$ cat src/rtl/tc8_pkg.sv
`timescale 1ns / 1ps

package tc8_pkg;

    // request function codes
    localparam logic [1:0] FUNC_READ  = 2'd0;
    localparam logic [1:0] FUNC_WRITE = 2'd1;
    localparam logic [1:0] FUNC_CYCLE = 2'd2;
    localparam logic [1:0] FUNC_ACK   = 2'd3;

    // register map
    localparam logic [2:0] REG_CTRL_A = 3'd0;
    localparam logic [2:0] REG_CTRL_B = 3'd1;
    localparam logic [2:0] REG_COUNT  = 3'd2;
    localparam logic [2:0] REG_CMP_A  = 3'd3;
    localparam logic [2:0] REG_CMP_B  = 3'd4;
    localparam logic [2:0] REG_MASK   = 3'd5;
    localparam logic [2:0] REG_FLAGS  = 3'd6;
    localparam logic [2:0] REG_NONE   = 3'd7;

    // acknowledge sources
    localparam logic [1:0] ACK_OVF   = 2'd0;
    localparam logic [1:0] ACK_CMP_A = 2'd1;
    localparam logic [1:0] ACK_CMP_B = 2'd2;

    // flag bit positions
    localparam int FLAG_OVF   = 0;
    localparam int FLAG_CMP_A = 1;
    localparam int FLAG_CMP_B = 2;

    // waveform modes {ctrl_b[3], ctrl_a[1:0]}
    localparam logic [2:0] MODE_NORMAL   = 3'd0;
    localparam logic [2:0] MODE_PC_FF    = 3'd1;
    localparam logic [2:0] MODE_CTC      = 3'd2;
    localparam logic [2:0] MODE_FAST_FF  = 3'd3;
    localparam logic [2:0] MODE_PC_CMP   = 3'd5;
    localparam logic [2:0] MODE_FAST_CMP = 3'd7;

    // clock select codes
    localparam logic [2:0] CS_DIV1    = 3'd1;
    localparam logic [2:0] CS_DIV8    = 3'd2;
    localparam logic [2:0] CS_DIV64   = 3'd3;
    localparam logic [2:0] CS_DIV256  = 3'd4;
    localparam logic [2:0] CS_DIV1024 = 3'd5;

    localparam logic [7:0] UNMAPPED_READ = 8'hFF;
    localparam logic [7:0] TOP_MAX       = 8'hFF;

    typedef struct packed {
        logic [1:0] func;
        logic [2:0] reg_index;
        logic [7:0] write_data;
        logic [1:0] ack_source;
    } t_req;

    typedef struct packed {
        logic [7:0] read_data;
        logic       irq_overflow;
        logic       irq_compare_a;
        logic       irq_compare_b;
    } t_rsp;

endpackage

$ cat src/rtl/tc8_if.sv
`timescale 1ns / 1ps

// request channel
interface tc8_req_if;
    logic       valid;
    logic       ready;
    logic [1:0] func;
    logic [2:0] reg_index;
    logic [7:0] write_data;
    logic [1:0] ack_source;

    modport source (output valid, func, reg_index, write_data, ack_source, input ready);
    modport sink   (input valid, func, reg_index, write_data, ack_source, output ready);
endinterface

// response channel
interface tc8_rsp_if;
    logic       valid;
    logic       ready;
    logic [7:0] read_data;
    logic       irq_overflow;
    logic       irq_compare_a;
    logic       irq_compare_b;

    modport source (output valid, read_data, irq_overflow, irq_compare_a, irq_compare_b,
                    input ready);
    modport sink   (input valid, read_data, irq_overflow, irq_compare_a, irq_compare_b,
                    output ready);
endinterface

$ cat src/rtl/tc8_in_stage.sv
`timescale 1ns / 1ps

module tc8_in_stage (
    input  logic          i_clk,
    input  logic          i_rst_n,
    input  logic          i_valid,
    output logic          o_ready,
    input  tc8_pkg::t_req i_req,
    output logic          o_valid,
    input  logic          i_take,
    output tc8_pkg::t_req o_req
);
    import tc8_pkg::*;

    logic r_valid;
    t_req r_req;

    // register is free when empty or drained this cycle
    assign o_ready = !r_valid || i_take;
    assign o_valid = r_valid;
    assign o_req   = r_req;

    always_ff @(posedge i_clk) begin
        if (!i_rst_n) begin
            r_valid <= 1'b0;
        end else if (o_ready) begin
            r_valid <= i_valid;
        end
    end

    always_ff @(posedge i_clk) begin
        if (o_ready && i_valid) begin
            r_req <= i_req;
        end
    end
endmodule

$ cat src/rtl/tc8_core.sv
`timescale 1ns / 1ps

module tc8_core (
    input  logic          i_clk,
    input  logic          i_rst_n,
    input  logic          i_valid,
    output logic          o_take,
    input  tc8_pkg::t_req i_req,
    output logic          o_valid,
    input  logic          i_ready,
    output tc8_pkg::t_rsp o_rsp
);
    import tc8_pkg::*;

    // timer registers
    logic [7:0] r_ctrl_a, r_ctrl_b, r_count, r_cmp_a, r_cmp_b, r_mask;
    logic [2:0] r_flags;
    logic [9:0] r_presc;
    logic       r_up;
    logic [7:0] n_ctrl_a, n_ctrl_b, n_count, n_cmp_a, n_cmp_b, n_mask;
    logic [2:0] n_flags;
    logic [9:0] n_presc;
    logic       n_up;

    // output register
    logic r_out_valid;
    t_rsp r_rsp;
    t_rsp n_rsp;

    logic [2:0]  mode;
    logic [7:0]  top;
    logic [10:0] presc_inc;
    logic [10:0] div;
    logic        tick;
    logic [7:0]  cnt_inc;
    logic [7:0]  cnt_dec;
    logic [7:0]  rd;

    assign o_take  = i_valid && (!r_out_valid || i_ready);
    assign o_valid = r_out_valid;
    assign o_rsp   = r_rsp;

    assign mode    = {r_ctrl_b[3], r_ctrl_a[1:0]};
    assign top     = (mode == MODE_CTC || mode == MODE_PC_CMP || mode == MODE_FAST_CMP)
                     ? r_cmp_a : TOP_MAX;
    assign cnt_inc = r_count + 8'd1;
    assign cnt_dec = r_count - 8'd1;
    assign presc_inc = {1'b0, r_presc} + 11'd1;

    // prescaler divisor; zero means the clock is stopped
    always_comb begin
        case (r_ctrl_b[2:0])
            CS_DIV1:    div = 11'd1;
            CS_DIV8:    div = 11'd8;
            CS_DIV64:   div = 11'd64;
            CS_DIV256:  div = 11'd256;
            CS_DIV1024: div = 11'd1024;
            default:    div = 11'd0;
        endcase
    end

    assign tick = (div != 11'd0) && (presc_inc >= div);

    // register read mux
    always_comb begin
        unique case (i_req.reg_index)
            REG_CTRL_A: rd = r_ctrl_a;
            REG_CTRL_B: rd = r_ctrl_b;
            REG_COUNT:  rd = r_count;
            REG_CMP_A:  rd = r_cmp_a;
            REG_CMP_B:  rd = r_cmp_b;
            REG_MASK:   rd = r_mask;
            REG_FLAGS:  rd = {5'd0, r_flags};
            default:    rd = UNMAPPED_READ;
        endcase
    end

    // next state for one request
    always_comb begin
        n_ctrl_a = r_ctrl_a;
        n_ctrl_b = r_ctrl_b;
        n_count  = r_count;
        n_cmp_a  = r_cmp_a;
        n_cmp_b  = r_cmp_b;
        n_mask   = r_mask;
        n_flags  = r_flags;
        n_presc  = r_presc;
        n_up     = r_up;

        unique case (i_req.func)
            FUNC_READ: begin
            end
            FUNC_WRITE: begin
                unique case (i_req.reg_index)
                    REG_CTRL_A: n_ctrl_a = i_req.write_data;
                    REG_CTRL_B: n_ctrl_b = i_req.write_data;
                    REG_COUNT: begin
                        n_count = i_req.write_data;
                        n_presc = '0;
                    end
                    REG_CMP_A:  n_cmp_a = i_req.write_data;
                    REG_CMP_B:  n_cmp_b = i_req.write_data;
                    REG_MASK:   n_mask  = i_req.write_data;
                    REG_FLAGS:  n_flags = r_flags & ~i_req.write_data[2:0];
                    default: begin
                    end
                endcase
            end
            FUNC_CYCLE: begin
                if (div != 11'd0) begin
                    n_presc = presc_inc[9:0] & (div[9:0] - 10'd1);
                end
                if (tick) begin
                    case (mode) inside
                        MODE_NORMAL, MODE_FAST_FF: begin
                            n_count = cnt_inc;
                            if (cnt_inc == r_cmp_a) n_flags[FLAG_CMP_A] = 1'b1;
                            if (cnt_inc == r_cmp_b) n_flags[FLAG_CMP_B] = 1'b1;
                            if (cnt_inc == 8'd0)    n_flags[FLAG_OVF]   = 1'b1;
                        end
                        MODE_CTC, MODE_FAST_CMP: begin
                            n_count = cnt_inc;
                            if (cnt_inc == r_cmp_a) n_flags[FLAG_CMP_A] = 1'b1;
                            if (cnt_inc == r_cmp_b) n_flags[FLAG_CMP_B] = 1'b1;
                            // count past top restarts from zero
                            if (cnt_inc > top) begin
                                n_count = 8'd0;
                                n_flags[FLAG_OVF] = 1'b1;
                            end
                        end
                        MODE_PC_FF, MODE_PC_CMP: begin
                            if (r_up) begin
                                n_count = cnt_inc;
                                if (cnt_inc == r_cmp_a) n_flags[FLAG_CMP_A] = 1'b1;
                                if (cnt_inc == r_cmp_b) n_flags[FLAG_CMP_B] = 1'b1;
                                if (cnt_inc >= top)     n_up = 1'b0;
                            end else begin
                                n_count = cnt_dec;
                                if (cnt_dec == r_cmp_a) n_flags[FLAG_CMP_A] = 1'b1;
                                if (cnt_dec == r_cmp_b) n_flags[FLAG_CMP_B] = 1'b1;
                                if (cnt_dec == 8'd0) begin
                                    n_up = 1'b1;
                                    n_flags[FLAG_OVF] = 1'b1;
                                end
                            end
                        end
                        default: begin
                        end
                    endcase
                end
            end
            default: begin
                case (i_req.ack_source)
                    ACK_OVF:   n_flags[FLAG_OVF]   = 1'b0;
                    ACK_CMP_A: n_flags[FLAG_CMP_A] = 1'b0;
                    ACK_CMP_B: n_flags[FLAG_CMP_B] = 1'b0;
                    default: begin
                    end
                endcase
            end
        endcase

        // interrupt lines follow the updated state
        n_rsp.read_data     = (i_req.func == FUNC_READ) ? rd : 8'd0;
        n_rsp.irq_overflow  = n_mask[FLAG_OVF]   & n_flags[FLAG_OVF];
        n_rsp.irq_compare_a = n_mask[FLAG_CMP_A] & n_flags[FLAG_CMP_A];
        n_rsp.irq_compare_b = n_mask[FLAG_CMP_B] & n_flags[FLAG_CMP_B];
    end

    // state update
    always_ff @(posedge i_clk) begin
        if (!i_rst_n) begin
            r_ctrl_a <= '0;
            r_ctrl_b <= '0;
            r_count  <= '0;
            r_cmp_a  <= '0;
            r_cmp_b  <= '0;
            r_mask   <= '0;
            r_flags  <= '0;
            r_presc  <= '0;
            r_up     <= 1'b1;
        end else if (o_take) begin
            r_ctrl_a <= n_ctrl_a;
            r_ctrl_b <= n_ctrl_b;
            r_count  <= n_count;
            r_cmp_a  <= n_cmp_a;
            r_cmp_b  <= n_cmp_b;
            r_mask   <= n_mask;
            r_flags  <= n_flags;
            r_presc  <= n_presc;
            r_up     <= n_up;
        end
    end

    // result register
    always_ff @(posedge i_clk) begin
        if (!i_rst_n) begin
            r_out_valid <= 1'b0;
        end else if (!r_out_valid || i_ready) begin
            r_out_valid <= i_valid;
        end
    end

    always_ff @(posedge i_clk) begin
        if (o_take) begin
            r_rsp <= n_rsp;
        end
    end
endmodule

$ cat src/rtl/timer_counter_8bit_pwm_top.sv
`timescale 1ns / 1ps

// 8-bit timer/counter with prescaler, compare units and PWM waveform modes.
// Channels: i_req (sink) carries one request per item: a register read, a
// register write, one CPU clock cycle, or an interrupt acknowledge.
// o_rsp (source) returns exactly one response per request, in order: the
// read data (zero for anything but a read) and the three interrupt lines
// as they stand after the request took effect.
// Path: a request waits in the input register, then passes through the
// state update into the result register, which presents its response.
// Throughput: one request per cycle while o_rsp.ready stays high; the
// whole update of the timer state is one pass of logic between the input
// register and the result register.
// Reset (i_rst_n low at a clock edge) clears all timer registers, sets the
// counter direction to up, and empties both pipeline registers.
// When o_rsp.ready is low the response holds, one more request waits in
// the input register, and i_req.ready drops until the response is taken.
module timer_counter_8bit_pwm_top (
    input  logic      i_clk,
    input  logic      i_rst_n,
    tc8_req_if.sink   i_req,
    tc8_rsp_if.source o_rsp
);
    import tc8_pkg::*;

    t_req req_in;
    t_req req_q;
    t_rsp rsp_q;
    logic req_q_valid;
    logic core_take;

    assign req_in.func       = i_req.func;
    assign req_in.reg_index  = i_req.reg_index;
    assign req_in.write_data = i_req.write_data;
    assign req_in.ack_source = i_req.ack_source;

    tc8_in_stage u_in_stage (
        .i_clk   (i_clk),
        .i_rst_n (i_rst_n),
        .i_valid (i_req.valid),
        .o_ready (i_req.ready),
        .i_req   (req_in),
        .o_valid (req_q_valid),
        .i_take  (core_take),
        .o_req   (req_q)
    );

    tc8_core u_core (
        .i_clk   (i_clk),
        .i_rst_n (i_rst_n),
        .i_valid (req_q_valid),
        .o_take  (core_take),
        .i_req   (req_q),
        .o_valid (o_rsp.valid),
        .i_ready (o_rsp.ready),
        .o_rsp   (rsp_q)
    );

    assign o_rsp.read_data     = rsp_q.read_data;
    assign o_rsp.irq_overflow  = rsp_q.irq_overflow;
    assign o_rsp.irq_compare_a = rsp_q.irq_compare_a;
    assign o_rsp.irq_compare_b = rsp_q.irq_compare_b;
endmodule
$ cat src/flat_wrapper.sv
// flat-port wrapper written by rule: the top's interface ports become plain ports
module timer_counter_8bit_pwm_top_flat import tc8_pkg::*;
  (i_clk, i_rst_n, i_req_valid, i_req_func, i_req_reg_index, i_req_write_data, i_req_ack_source, i_req_ready, o_rsp_valid, o_rsp_read_data, o_rsp_irq_overflow, o_rsp_irq_compare_a, o_rsp_irq_compare_b, o_rsp_ready);
  tc8_req_if i_req_i ();
  tc8_rsp_if o_rsp_i ();
  input  logic i_clk;
  input  logic i_rst_n;
  input wire logic [$bits(i_req_i.valid)-1:0] i_req_valid;
  input wire logic [$bits(i_req_i.func)-1:0] i_req_func;
  input wire logic [$bits(i_req_i.reg_index)-1:0] i_req_reg_index;
  input wire logic [$bits(i_req_i.write_data)-1:0] i_req_write_data;
  input wire logic [$bits(i_req_i.ack_source)-1:0] i_req_ack_source;
  output wire logic [$bits(i_req_i.ready)-1:0] i_req_ready;
  output wire logic [$bits(o_rsp_i.valid)-1:0] o_rsp_valid;
  output wire logic [$bits(o_rsp_i.read_data)-1:0] o_rsp_read_data;
  output wire logic [$bits(o_rsp_i.irq_overflow)-1:0] o_rsp_irq_overflow;
  output wire logic [$bits(o_rsp_i.irq_compare_a)-1:0] o_rsp_irq_compare_a;
  output wire logic [$bits(o_rsp_i.irq_compare_b)-1:0] o_rsp_irq_compare_b;
  input wire logic [$bits(o_rsp_i.ready)-1:0] o_rsp_ready;
  assign i_req_i.valid = i_req_valid;
  assign i_req_i.func = i_req_func;
  assign i_req_i.reg_index = i_req_reg_index;
  assign i_req_i.write_data = i_req_write_data;
  assign i_req_i.ack_source = i_req_ack_source;
  assign i_req_ready = i_req_i.ready;
  assign o_rsp_valid = o_rsp_i.valid;
  assign o_rsp_read_data = o_rsp_i.read_data;
  assign o_rsp_irq_overflow = o_rsp_i.irq_overflow;
  assign o_rsp_irq_compare_a = o_rsp_i.irq_compare_a;
  assign o_rsp_irq_compare_b = o_rsp_i.irq_compare_b;
  assign o_rsp_i.ready = o_rsp_ready;
  timer_counter_8bit_pwm_top u_core (.i_clk(i_clk), .i_rst_n(i_rst_n), .i_req(i_req_i), .o_rsp(o_rsp_i));
endmodule
$ cat config.mk
export PLATFORM = sky130hd
export DESIGN_NAME = timer_counter_8bit_pwm_top_flat
export DESIGN_NICKNAME = d
export VERILOG_FILES = /design/src/rtl/tc8_pkg.sv /design/src/rtl/tc8_if.sv /design/src/rtl/tc8_in_stage.sv /design/src/rtl/tc8_core.sv /design/src/rtl/timer_counter_8bit_pwm_top.sv /design/src/flat_wrapper.sv
export SDC_FILE = /design/constraint.sdc
export NUM_CORES = 1
export LEC_CHECK = 0
export BUFFER_PORTS_ARGS = -buffer_cell sky130_fd_sc_hd__buf_4
export CORE_MARGIN = 4
export CORE_UTILIZATION = 35
export CTS_CLUSTER_SIZE = 12
export DETAILED_ROUTE_END_ITERATION = 12
export PLACE_DENSITY = 0.57
export SLEW_MARGIN = 30
export SYNTH_ARGS = -nofsm -noshare
export SYNTH_HDL_FRONTEND = slang
export SYNTH_SLANG_ARGS = --single-unit
$ cat constraint.sdc
create_clock -name i_clk -period 8.67 [get_ports i_clk]
set_input_delay 0.4335 -clock i_clk [delete_from_list [all_inputs] [get_ports i_clk]]
set_output_delay 0.4335 -clock i_clk [all_outputs]
set_load 0.01 [all_outputs]
## After elaboration in Yosys (flattened, before gate mapping)

Cells that the tools add are included.

- Register bits: 90
- Latch bits: 0
- Bits in writable memories: 0
- Memory bits (read-only): 0
- Word-level logic and storage cells: 128
- Memories kept: 0

- Add/sub/neg operators: 4
- $mul: 0
- Divide/modulo/power cells: 0
- Magnitude comparators: 3
- Eq/ne operators: 28
- Shifts and indexed selects: 0
- Multiplexer cells: 37
- Bitwise operators: 8
- Reduce and logical (&&, ||, !) cells: 28

Operators with widths:

| cell | number |
|---|---|
| $mux 8 | 8 |
| $pmux 8 s7 | 1 |
| $pmux 11 s5 | 1 |
| $eq 8x8->1 | 4 |
| $eq 3x3->1 const B | 7 |
| $mux 3 | 7 |
| $mux 10 | 2 |
| $pmux 10 s2 | 1 |
| $eq 3x2->1 const B | 6 |
| $logic_not 8->1 | 2 |
| $pmux 8 s2 | 1 |
| $reduce_and 3->1 | 5 |
| $mux 1 | 14 |
| $add 10x1->11 const B | 1 |
| $ge 11x11->1 | 1 |
| $reduce_bool 11->1 | 1 |
| $and 10x10->10 | 1 |
| $sub 10x1->10 const B | 1 |
| $eq 3x1->1 const B | 3 |
| $pmux 3 s3 | 1 |
| $add 8x1->8 const B | 1 |
| $ge 8x8->1 | 1 |
| $gt 8x8->1 | 1 |
| $sub 8x1->8 const B | 1 |
| other kinds (20) | 36 |

## Depth between registers and ports, before layout

- Depth after elaboration: 11
- Depth in mapped cells: 14
- Mapped depth without buffers: 12

## By module

From an unflattened synthesis, not the netlist that was laid out.

- Cell total of the unflattened synthesis: 648
- Area total of the unflattened synthesis: 6093.3 um2

By module, submodules not included:

| module | instances | cells an instance | area an instance (um2) | sequential area each (um2) |
|---|---|---|---|---|
| tc8_core | 1 | 628 | 5585.4 | 1591.5 |
| tc8_in_stage | 1 | 20 | 508.0 | 470.5 |

## Worst setup path before layout

Ideal clock, no wire load.

- Kind: reg2reg
- Start: reg u_core.u_core.r_count[0]
- End: reg u_core.u_core.r_count[7]
- Arrival: 3.000 ns
- Required time: 8.609 ns
- Slack: 5.610 ns
- Stages on the path, launching flop included: 15
- Buffers on the path: 2
- Cell sequence: dfxtp_1 buf_2 nand4_1 or2_1 clkbuf_1 xor2_1 inv_1 ha_1 a211o_1 a21oi_1 a21oi_1 a21o_1 or3b_1 a21oi_1 a32o_1

- Longest elaborated chain between the ends: 7

RTL lines:

| item | line | text |
|---|---|---|
| start, declared | tc8_core.sv:16 | `logic [7:0] r_ctrl_a, r_ctrl_b, r_count, r_cmp_a, r_cmp_b, r_mask;` |
| start signal, assigned | tc8_core.sv:185 | `r_count <= n_count;` |
| $add 8x1->8 or $sub 8x1->8 (tied branches) | tc8_core.sv:46, tc8_core.sv:47 |  |
| $gt 8x8->1 or $mux 8 (tied branches) | tc8_core.sv:126, tc8_core.sv:132 |  |
| $mux 8 (on tied branches) | tc8_core.sv:126, tc8_core.sv:114 |  |
| $mux 8 | tc8_core.sv:114 | `case (mode) inside` |
| $mux 8 * | tc8_core.sv:114 |  |
| $mux 8 * | tc8_core.sv:113 | `if (tick) begin` |
| $pmux 8 s2 * | tc8_core.sv:90 | `unique case (i_req.func)` |

Mark *: on every way between the ends. The rest lies on a longest branch, timed or not. The select of a mux whose other input is x is not followed.
A chain may end at the register's enable or synchronous reset.

## Worst setup path after layout

Same ends and word-level chain as after synthesis.

==> summary.md <==
| Metric | Value |
|---|---|
| Unrepaired setup endpoints after global routing | no |
| WL per Instance | about 18 um |
| Hold Worst Slack | ~0.27 ns |
| Worst vdd ir | 0.0970 mV |
| Via count of the first global-routing pass | ~4800 |
| Most common cell after layout, fill and taps aside | sky130_fd_sc_hd__nor2_1 |
| Fraction of registers with async set/reset | 0 |
| Type of destination of the critical path | flop |
| Reported max-cap violation count | 0 |
| DRC Markers | 0 |
| Synth unique cells | 69 |
| Most Frequent Cell on Critical Path | sky130_fd_sc_hd__a21oi_1 |
| Maximum clock frequency | 276 MHz |
| Num CTS Buffers | 9 |
| Number of buffers between clock root and the deepest sink | 2 |
| Via total after detailed routing | about 5200 |
| Drt first-iter violations | 385 |
| Number of cells produced by synthesis | ~700 |
| Share of layout cells above drive strength 1 | 0.0903 |
| Global-route wire length before repair | 26100 um |
| Number of nets produced by synthesis | about 740 |
| Type of element launching the critical path | flop |
| Full die area | roughly 19000 um^2 |
| Cell area after synthesis | 5790 um^2 |
| Final RePlAce weighted congestion | 0.904 |
| Post-CTS repair timing setup buffer count | 0 |
| Count of yosys warnings during synthesis | 0 |
| Clock period minus final worst setup slack | 3.63 ns |
| Predominant post-synthesis flop cell | sky130_fd_sc_hd__dfxtp_1 |
| Router iterations before antenna repair | 5 |
| Worst min-delay path category | in2reg |
| PortBufs | 31 |
| Summed area of non-filler cells in the final layout | between 6000 and 7000 um^2 |
| Required arrival time at the worst endpoint | 8.94 ns |
| Final Util | 0.402 |
| Clock H-tree levels | 3 |
| Endpoints failing setup | 0 |
| Share of the clock period used by the worst path | 0.418 |
| Leakage | 2.57 nW |
| Core Rows | 46 |
| GRT Resource Usage Total | 0.178 |
| Antenna diode instance count | 0 |
| Cell chain of the critical path | nand4_1 > or2_1 > xor2_1 > inv_1 > ha_1 > a211o_1 > a21oi_1 > nand3_1 > a21o_1 > or3b_1 > a21oi_1 > a32o_1 |
| Critical Path Fanout Max | 13 |
| Overall routed net length | 16500 um |
| Clock insertion delay at the later pin of the skew report | 0.33 ns |
| CTS Sinks | 90 |
| Clock input transition at the sequential cells of the worst setup and hold paths | approximately 0.06 ns |
| Via-per-instance ratio | 5.59 |
| Transition time of the tightest slew-check pin | ~0.87 ns |
| Fin nets | approximately 750 |
| Count of state elements after synthesis | 90 |
| Post-DRT Antenna Nets | 0 |
| Placed instance area | 6160 um^2 |
| Y dimension of the die | 137 um |
| Highest-count cells in the layout ignoring fill and taps | sky130_fd_sc_hd__nor2_1 (99), sky130_fd_sc_hd__a21oi_1 (65), sky130_fd_sc_hd__dfxtp_1 (64) |
| Clock tree from TritonCTS | yes |
| Antenna violations before repair | 0 |
| DPL Wire Length | ~12000 um |
| Clock root buffer | sky130_fd_sc_hd__clkbuf_16 |
| Number of gates resized after cts | 0 |
| Part of the Yosys area used for sequential elements | 0.356 |
| Max-slew violation count | 0 |
| Maximum single-stage delay on the critical path | about 0.66 ns |
| Startpoint-to-endpoint class of the critical path | reg2reg |
| Post-Route Setup TNS | 0 ns |
| Clock skew after layout | 0.0102 ns |
| Pwr/cell area | roughly 150 nW/um^2 |
| Aggregate global routing overflow | 0 |
| Largest net degree at the start of global routing | 56 |
| Data arrival time of the critical path | 3.90 ns |
| Synthesized area per cell | 8.31 um^2 |
| Quantity of hold-fixing buffers added after cts | 0 |
| Endpoints failing hold | 0 |
| I/O pin count | 32 |
| Growth of design area from synthesis to finish | 11.6% |
| Area inside the core boundary | 16100 um^2 |
| Number of flops mapped to enable cells by yosys | 26 |
| Standard cell with the maximum stage delay on the critical path | sky130_fd_sc_hd__dfxtp_1 |
| Die X-Extent | 137 um |
| Effective utilization at floorplan | 0.361 |
| Max-Slew Margin vs Limit | 0.416 |
| PnR Total Power | about 0.96 mW |
| Outcome | completed |
power breakdown:
group | internal [mW] | leakage [nW] | switching, mW
Clock | 0.232 | 0.147 | 0.158
Combinational | 0.0413 | 1.66 | 0.0655
Sequential | 0.443 | 0.764 | 0.0151
cells in the mapped netlist (4+ instances only):
master	number	area share
sky130_fd_sc_hd__nor2_1	99	0.064
sky130_fd_sc_hd__a21oi_1	65	0.056
sky130_fd_sc_hd__dfxtp_1	64	0.22
sky130_fd_sc_hd__nand2_1	52	0.034
sky130_fd_sc_hd__xnor2_1	32	0.048
sky130_fd_sc_hd__o21ai_0	31	0.027
sky130_fd_sc_hd__nand3_1	28	0.024
sky130_fd_sc_hd__clkbuf_1	26	0.017
sky130_fd_sc_hd__edfxtp_1	26	0.13
sky130_fd_sc_hd__ha_1	26	0.056
sky130_fd_sc_hd__inv_1	24	0.016
sky130_fd_sc_hd__mux2i_1	20	0.035
sky130_fd_sc_hd__xor2_1	14	0.021
sky130_fd_sc_hd__nor2b_1	13	0.014
sky130_fd_sc_hd__nor3_1	13	0.011
sky130_fd_sc_hd__nand4_1	11	0.012
sky130_fd_sc_hd__o221ai_1	11	0.017
sky130_fd_sc_hd__nand2b_1	10	0.011
sky130_fd_sc_hd__a31oi_1	9	0.0097
sky130_fd_sc_hd__and3_1	7	0.0076
sky130_fd_sc_hd__nor4_1	7	0.0076
sky130_fd_sc_hd__and2_1	6	0.0065
sky130_fd_sc_hd__buf_2	6	0.0052
sky130_fd_sc_hd__nor3b_1	6	0.0078
sky130_fd_sc_hd__o211a_1	6	0.010
sky130_fd_sc_hd__a21o_1	5	0.0065
sky130_fd_sc_hd__buf_1	5	0.0032
sky130_fd_sc_hd__o211ai_1	5	0.0065
sky130_fd_sc_hd__a211oi_1	4	0.0052
sky130_fd_sc_hd__a22oi_1	4	0.0052
sky130_fd_sc_hd__o21a_1	4	0.0052
sky130_fd_sc_hd__o22ai_1	4	0.0043
path summary, 6_finish.rpt:
check                                 start                         end  slack, ns  depth (start not counted)
setup reg to reg   u_core.u_core.r_count[0]    u_core.u_core.r_count[7]       5.04                         12
hold reg to reg   u_core.u_core.r_ctrl_b[7]   u_core.u_core.r_ctrl_b[7]       0.48                          2
hold / removal          i_req_write_data[3]  u_core.u_in_stage.o_req[5]       0.27                          1
setup / recovery   u_core.u_core.r_count[0]    u_core.u_core.r_count[7]       5.04                         12
critical path: cells and delay by family (launching register included):
kind,cells,cell delay (ns)
buffers and inverters,1,0.08
and+or+nand+nor,4,1.10
adders and majority gates,1,0.31
AOI/OAI and AO/OA,5,1.08
DFF,1,0.66
xor gates and xnor gates,1,0.32
registers in the layout, indices dropped and copies added, names as in the netlist:
signal,count
u_core.u_in_stage.o_valid,1
u_core.u_in_stage.o_req,15
u_core.u_core.r_cmp_a,8
u_core.u_core.r_count,8
u_core.u_core.r_ctrl_a,8
u_core.u_core.r_ctrl_b,8
u_core.u_core.r_cmp_b,8
u_core.u_core.r_flags,3
u_core.u_core.r_mask,8
u_core.u_core.o_rsp,11
u_core.u_core.r_presc,10
u_core.u_core.o_valid,1
u_core.u_core.r_up,1
metrics by stage:
step / instances / worst slack, ns
5_1_grt: 925 / 4.71
2_1_floorplan: 697 / 5.61
4_1_cts: 925 / 5.10
6_report: 925 / 5.04
3_5_place_dp: 909 / 5.13
3_3_place_gp: 909 / 5.28
final cells by class:
cell class / count / area, um^2
tap: 216 / 270
clock buffer: 12 / 246
multi-input combinational: 543 / 3480
clock inverter: 4 / 52.6
sequential: 90 / 2060
inverter: 26 / 100
fill: 1618 / 9600
timing repair buffer: 34 / 255
cell families (layout without fill, tap and decap cells):
logic type      Yosys count  in the layout  share of synthesized area
simple gates            274            274                      0.234
compound gates          171            171                      0.188
flops                    90             90                      0.356
buf+inv                  64             76                     0.0441
xor+xnor                 48             48                     0.0773
fa+ha+maj                26             26                     0.0562
mux                      24             24                     0.0443
routing by layer:
layer	track usage	share of wire	vias to the layer above
li1	-	-	2519
met1	0.255	0.47	2448
met2	0.268	0.44	171
met3	0.0305	0.057	34
met4	0.0694	0.028	0
met5	0	0	-
No activity file was read; power rests on OpenSTA's default activity.
